File: src/sclf_pkg.sv
// ----------------------------------------------------------------------------
// sclf_pkg
// Shared types, widths and helper functions for the line scale and clip block.
// ----------------------------------------------------------------------------
package sclf_pkg;

  localparam int GRID_LOG2 = 8;
  localparam int CW        = 14;
  localparam int SW        = 22;
  localparam int DW        = 23;
  localparam int PW        = 46;
  localparam int NW        = 47;
  localparam int QB        = 17;
  localparam int RW        = DW + QB;
  localparam int DIV_LAT   = QB + 1;
  localparam int QDEPTH    = 4;
  localparam int QPW       = $clog2(QDEPTH);

  localparam logic [CW-1:0] WIDTH_RESET  = CW'(1920);
  localparam logic [CW-1:0] HEIGHT_RESET = CW'(1080);
  localparam logic          REG_WIDTH    = 1'b0;
  localparam logic          REG_HEIGHT   = 1'b1;

  typedef struct packed {
    logic signed [15:0] first_x;
    logic signed [15:0] first_y;
    logic signed [15:0] second_x;
    logic signed [15:0] second_y;
  } line_in_t;

  typedef struct packed {
    logic               segment_valid;
    logic signed [15:0] start_x;
    logic signed [15:0] start_y;
    logic signed [15:0] end_x;
    logic signed [15:0] end_y;
  } seg_out_t;

  typedef struct packed {
    logic                  vert;
    logic                  dy_zero;
    logic signed [SW-1:0]  x1;
    logic signed [NW-1:0]  num0;
    logic signed [NW-1:0]  num1;
    logic signed [NW-1:0]  num2;
    logic signed [NW-1:0]  num3;
    logic signed [DW-1:0]  dx;
    logic signed [DW-1:0]  dy;
  } work_t;

  typedef struct packed {
    logic                 vert;
    logic                 dy_zero;
    logic signed [SW-1:0] x1;
  } meta_t;

  typedef struct packed {
    logic          ovf;
    logic          neg;
    logic [QB-1:0] mag;
  } quot_t;

  function automatic logic signed [15:0] sat_scaled(input logic signed [SW-1:0] v);
    logic signed [15:0] r;
    if (v > SW'(32767)) r = 16'sh7fff;
    else if (v < SW'(-32768)) r = 16'sh8000;
    else r = v[15:0];
    return r;
  endfunction

  function automatic logic signed [15:0] sat_quot(input quot_t q);
    logic [15:0] m16;
    logic signed [15:0] r;
    m16 = {1'b0, q.mag[14:0]};
    if (!q.neg) r = (q.ovf || q.mag > QB'(32767)) ? 16'sh7fff : $signed(m16);
    else r = (q.ovf || q.mag >= QB'(32768)) ? 16'sh8000 : $signed(16'd0 - m16);
    return r;
  endfunction

  function automatic logic quot_in(input quot_t q, input logic signed [15:0] lim);
    return !q.ovf && !(q.neg && q.mag != '0) && !lim[15] && (q.mag <= QB'(lim[14:0]));
  endfunction

endpackage

File: src/sclf_queue.sv
// ----------------------------------------------------------------------------
// sclf_queue
// Short queue between the front and back sections.
// ----------------------------------------------------------------------------
module sclf_queue (
  input  logic            clk,
  input  logic            rst_n,
  input  logic            push,
  input  sclf_pkg::work_t push_data,
  input  logic            pop,
  output logic            deq_valid,
  output sclf_pkg::work_t deq_data,
  output logic            full
);
  import sclf_pkg::*;

  work_t            mem_r [QDEPTH];
  logic [QPW-1:0]   wr_ptr_r, rd_ptr_r;
  logic [QPW:0]     count_r, count_nxt;

  always_ff @(posedge clk) begin
    if (push) begin
      mem_r[wr_ptr_r] <= push_data;
    end
  end

  always_comb begin
    count_nxt = count_r;
    if (push && !pop) count_nxt = count_r + 1'b1;
    else if (!push && pop) count_nxt = count_r - 1'b1;
  end

  always_ff @(posedge clk) begin
    if (!rst_n) begin
      wr_ptr_r <= '0;
      rd_ptr_r <= '0;
      count_r  <= '0;
    end else begin
      if (push) wr_ptr_r <= wr_ptr_r + 1'b1;
      if (pop)  rd_ptr_r <= rd_ptr_r + 1'b1;
      count_r <= count_nxt;
    end
  end

  assign deq_valid = (count_r != '0);
  assign deq_data  = mem_r[rd_ptr_r];
  assign full      = (count_r == (QPW+1)'(QDEPTH));

`ifndef SYNTHESIS
  a_no_overflow: assert property (@(posedge clk) disable iff (!rst_n)
    push |-> (!full || pop))
    else $error("queue overflow");
  a_no_underflow: assert property (@(posedge clk) disable iff (!rst_n)
    pop |-> deq_valid)
    else $error("queue underflow");
  a_count_track: assert property (@(posedge clk) disable iff (!rst_n)
    (push && !pop) |=> (count_r == $past(count_r) + 1'b1))
    else $error("queue count mismatch");
`endif

endmodule

File: config.mk
export PLATFORM = sky130hd
export DESIGN_NAME = sclf_queue
export DESIGN_NICKNAME = d
export VERILOG_FILES = /design/src/sclf_pkg.sv /design/src/sclf_queue.sv
export SDC_FILE = /design/constraint.sdc
export NUM_CORES = 1
export LEC_CHECK = 0
export ABC_AREA = 0
export BUFFER_PORTS_ARGS = -buffer_cell sky130_fd_sc_hd__buf_2
export CORE_MARGIN = 4
export CORE_UTILIZATION = 56
export DETAILED_ROUTE_END_ITERATION = 7
export PLACE_DENSITY = 0.76
export SYNTH_ARGS = -nofsm -noshare
export SYNTH_HDL_FRONTEND = slang
export SYNTH_SLANG_ARGS = --single-unit
File: constraint.sdc
create_clock -name clk -period 11.24 [get_ports clk]
set_input_delay 2.248 -clock clk [delete_from_list [all_inputs] [get_ports clk]]
set_output_delay 2.248 -clock clk [all_outputs]
set_load 0.05 [all_outputs]
==> reports/results.txt <==
Run status -> complete, no violations
Layout cells sized above 1 -> 0.405
Final slew viol count -> 0
H-tree depth -> 3
Final Setup Violations -> 0
CP arrival -> 3.85 ns
Leading area contributor after synthesis -> edfxtp_1
Final min period -> 6.10 ns
Power Dens Cells -> 202 nW/um^2
CP required -> 8.99 ns
Register bit count reported by yosys -> 1041
Final Power -> 0.00907 W
Resized Gates After CTS -> 0
Post-DP HPWL -> 49.3 mm
Number of global-route vias before repair -> 18050
Inserted Clock Buffers -> 101
Hold Path Class -> reg -> reg
CTS tree -> done
# rows -> 95
Vias -> 17205
Clk buf depth -> 3
EDFF count, synth -> 1032
CP Capture Point -> deq_data[99]
DR pass1 iterations -> 5
Die Area -> 72300 sq um
Starting DRT DRC Count -> 1441
Top post-synthesis cells by area -> edfxtp_1 (81%), mux4_2 (8.6%), mux4_1 (7.8%), buf_6 (0.68%), dfxtp_1 (0.47%)
DP Cell Count -> 2747
Setup_tns -> 0 ns
Post-route clock period utilization -> 0.543
Static Leak -> 15.3 nW
Wire per inst -> 26.6 um
Largest net degree at the start of global routing -> 142
Worst R2R Path Depth -> 5
Flop-to-flop setup slack -> 7.84 ns
Place WS -> 5.70 ns
Slew HR -> 0.267
CP Class -> reg -> out
Post-synth top cells -> edfxtp_1 (1032), mux4_2 (145), mux4_1 (113), buf_2 (27), buf_6 (23)
Post-CTS setup buffers -> 0
First-pass GRT wire length -> 115 mm
Ys Warns -> 0
Sequential area share after synthesis -> 0.817
RSZ-0062 raised after global routing -> no
Syn Inst Count -> 1391
Asr flop ratio synth -> 0
Worst slew pin tran -> 1.10 ns
Port Buf Inserts -> 521
CP startpoint kind -> flop
Die Wd -> 269 um
Most common cell in the netlist -> edfxtp_1
Overall routed net length -> 78.8 mm
Yosys cell types -> 21
Worst r2r src -> wr_ptr_r[0]
Syn_nets -> 1659
Worst reg2reg endpoint -> mem_r[0][256]
Global route overflow -> 0
DIE HEIGHT -> 269 um
Hold buffers post-CTS -> 0
Top FF cell, synth -> edfxtp_1
CP endpoint kind -> output pin
Vias per cell -> 5.81
Starting Density -> 0.567
Final setup margin -> 5.14 ns
Clock Tree Root -> clkbuf_16
Clk Latency, worst-skew pair -> 0.64 ns
Final net count -> 2245
Max-Cap Viols -> 0
Peak supply drop -> 0.182 mV
Initial antenna violation count -> 36
Area growth syn-to-layout -> 17.9%
Clk slew on worst S/H paths -> 0.06 ns
Core outline area -> 67300 sq um
Fin Clk Skew -> 0.0267 ns
Drt drc -> 0
Endpoints failing hold -> 0
Routed Antenna Nets -> 0
Post-synthesis cell area -> 38100 sq um
Area share of the largest cell type after synthesis -> 0.813
Max FO, Critical Path -> 62
Layout Cells excl Fill -> 2963
Syn Area/Cell -> 27.4 sq um
Total track usage -> 0.215
Max Clock Freq -> 0.164 GHz
GPL Wtd Cong -> 0.773
I/O Pins -> 522
Clk sinks -> 1041
registers in the layout (all words and copies together), names as in the netlist, named ones only:
| register | count |
|---|---|
| rd_ptr_r | 2 |
| count_r | 3 |
| wr_ptr_r | 2 |
| mem_r | 1032 |
logic make-up after synthesis:
family | share of synthesized area
flip-flops | 0.817
AO/OA/AOI/OAI | 0.000328
adder cells (fa/ha/maj) | 0.00217
buffers and inverters | 0.0124
AND/OR/NAND/NOR | 0.00243
XOR/XNOR | 0.00115
multiplexers | 0.164
critical path, cell delays in order (launching register included):
cell     delay, ns
dfxtp_4       0.88
buf_4         0.77
buf_4         0.74
mux4_1        0.43
buf_2         0.24
placed cells by master (no fill, tap or decap), drive strengths merged:
| cell | instances |
|---|---|
| clkinv | 44 |
| a21boi | 1 |
| bufinv | 11 |
| xor2 | 3 |
| and2 | 9 |
| fa | 1 |
| nor3b | 1 |
| diode | 30 |
| xnor2 | 2 |
| inv | 6 |
| or3 | 2 |
| clkbuf | 127 |
| o21ai | 1 |
| mux2i | 2 |
| buf | 541 |
| ha | 5 |
| edfxtp | 1032 |
| mux4 | 258 |
| clkinvlp | 2 |
| nor2b | 2 |
| nand2 | 1 |
| dfxtp | 9 |
cell type report:
type / instances / area, sq um
Antenna cell: 30 / 75.1
Clock buffer: 127 / 2680
Clock inverter: 59 / 629
Fill cell: 4135 / 22300
Inverter: 4 / 15.0
Multi-Input combinational cell: 288 / 6500
Sequential cell: 1041 / 31200
Tap cell: 873 / 1090
Timing Repair Buffer: 541 / 2800
metal layers:
metal	global-route usage	vias to the layer above	routed length [um]
met3	0.0558	170	5270
met4	0.0997	20	3130
met1	0.274	9049	29200
met2	0.354	579	41100
met5	0	-	131
li1	-	7387	-
worst min path at each step:
stage	slack, ns	cells after the start	endpoint	from
after detailed placement	0.54	2	count_r[2]	count_r[2]
after floorplan	0.47	2	count_r[2]	count_r[2]
final	0.56	2	count_r[2]	count_r[2]
after CTS	0.56	2	count_r[2]	count_r[2]
after global routing	0.62	2	count_r[2]	count_r[2]
after global placement	0.48	2	count_r[2]	count_r[2]
through the flow:
step / util / hold slack [ns] / area [sq um]
detailed placement: 0.618 / 0.543 / 41600
finish: 0.668 / 0.560 / 45000
global placement: 0.618 / 0.484 / 41600
floorplan: - / 0.467 / 38100
global route: 0.668 / 0.616 / 44900
CTS: 0.667 / 0.563 / 44900
power breakdown:
group | switching [W] | internal, W | total (W) | leakage (nW)
combinational | 0.000885 | 0.000344 | 0.00123 | 4.11
sequential | 0.0000570 | 0.00447 | 0.00452 | 9.55
clock | 0.00138 | 0.00194 | 0.00332 | 1.61
total | 0.00232 | 0.00675 | 0.00907 | 15.3
Power figures use the tool's default switching activity.
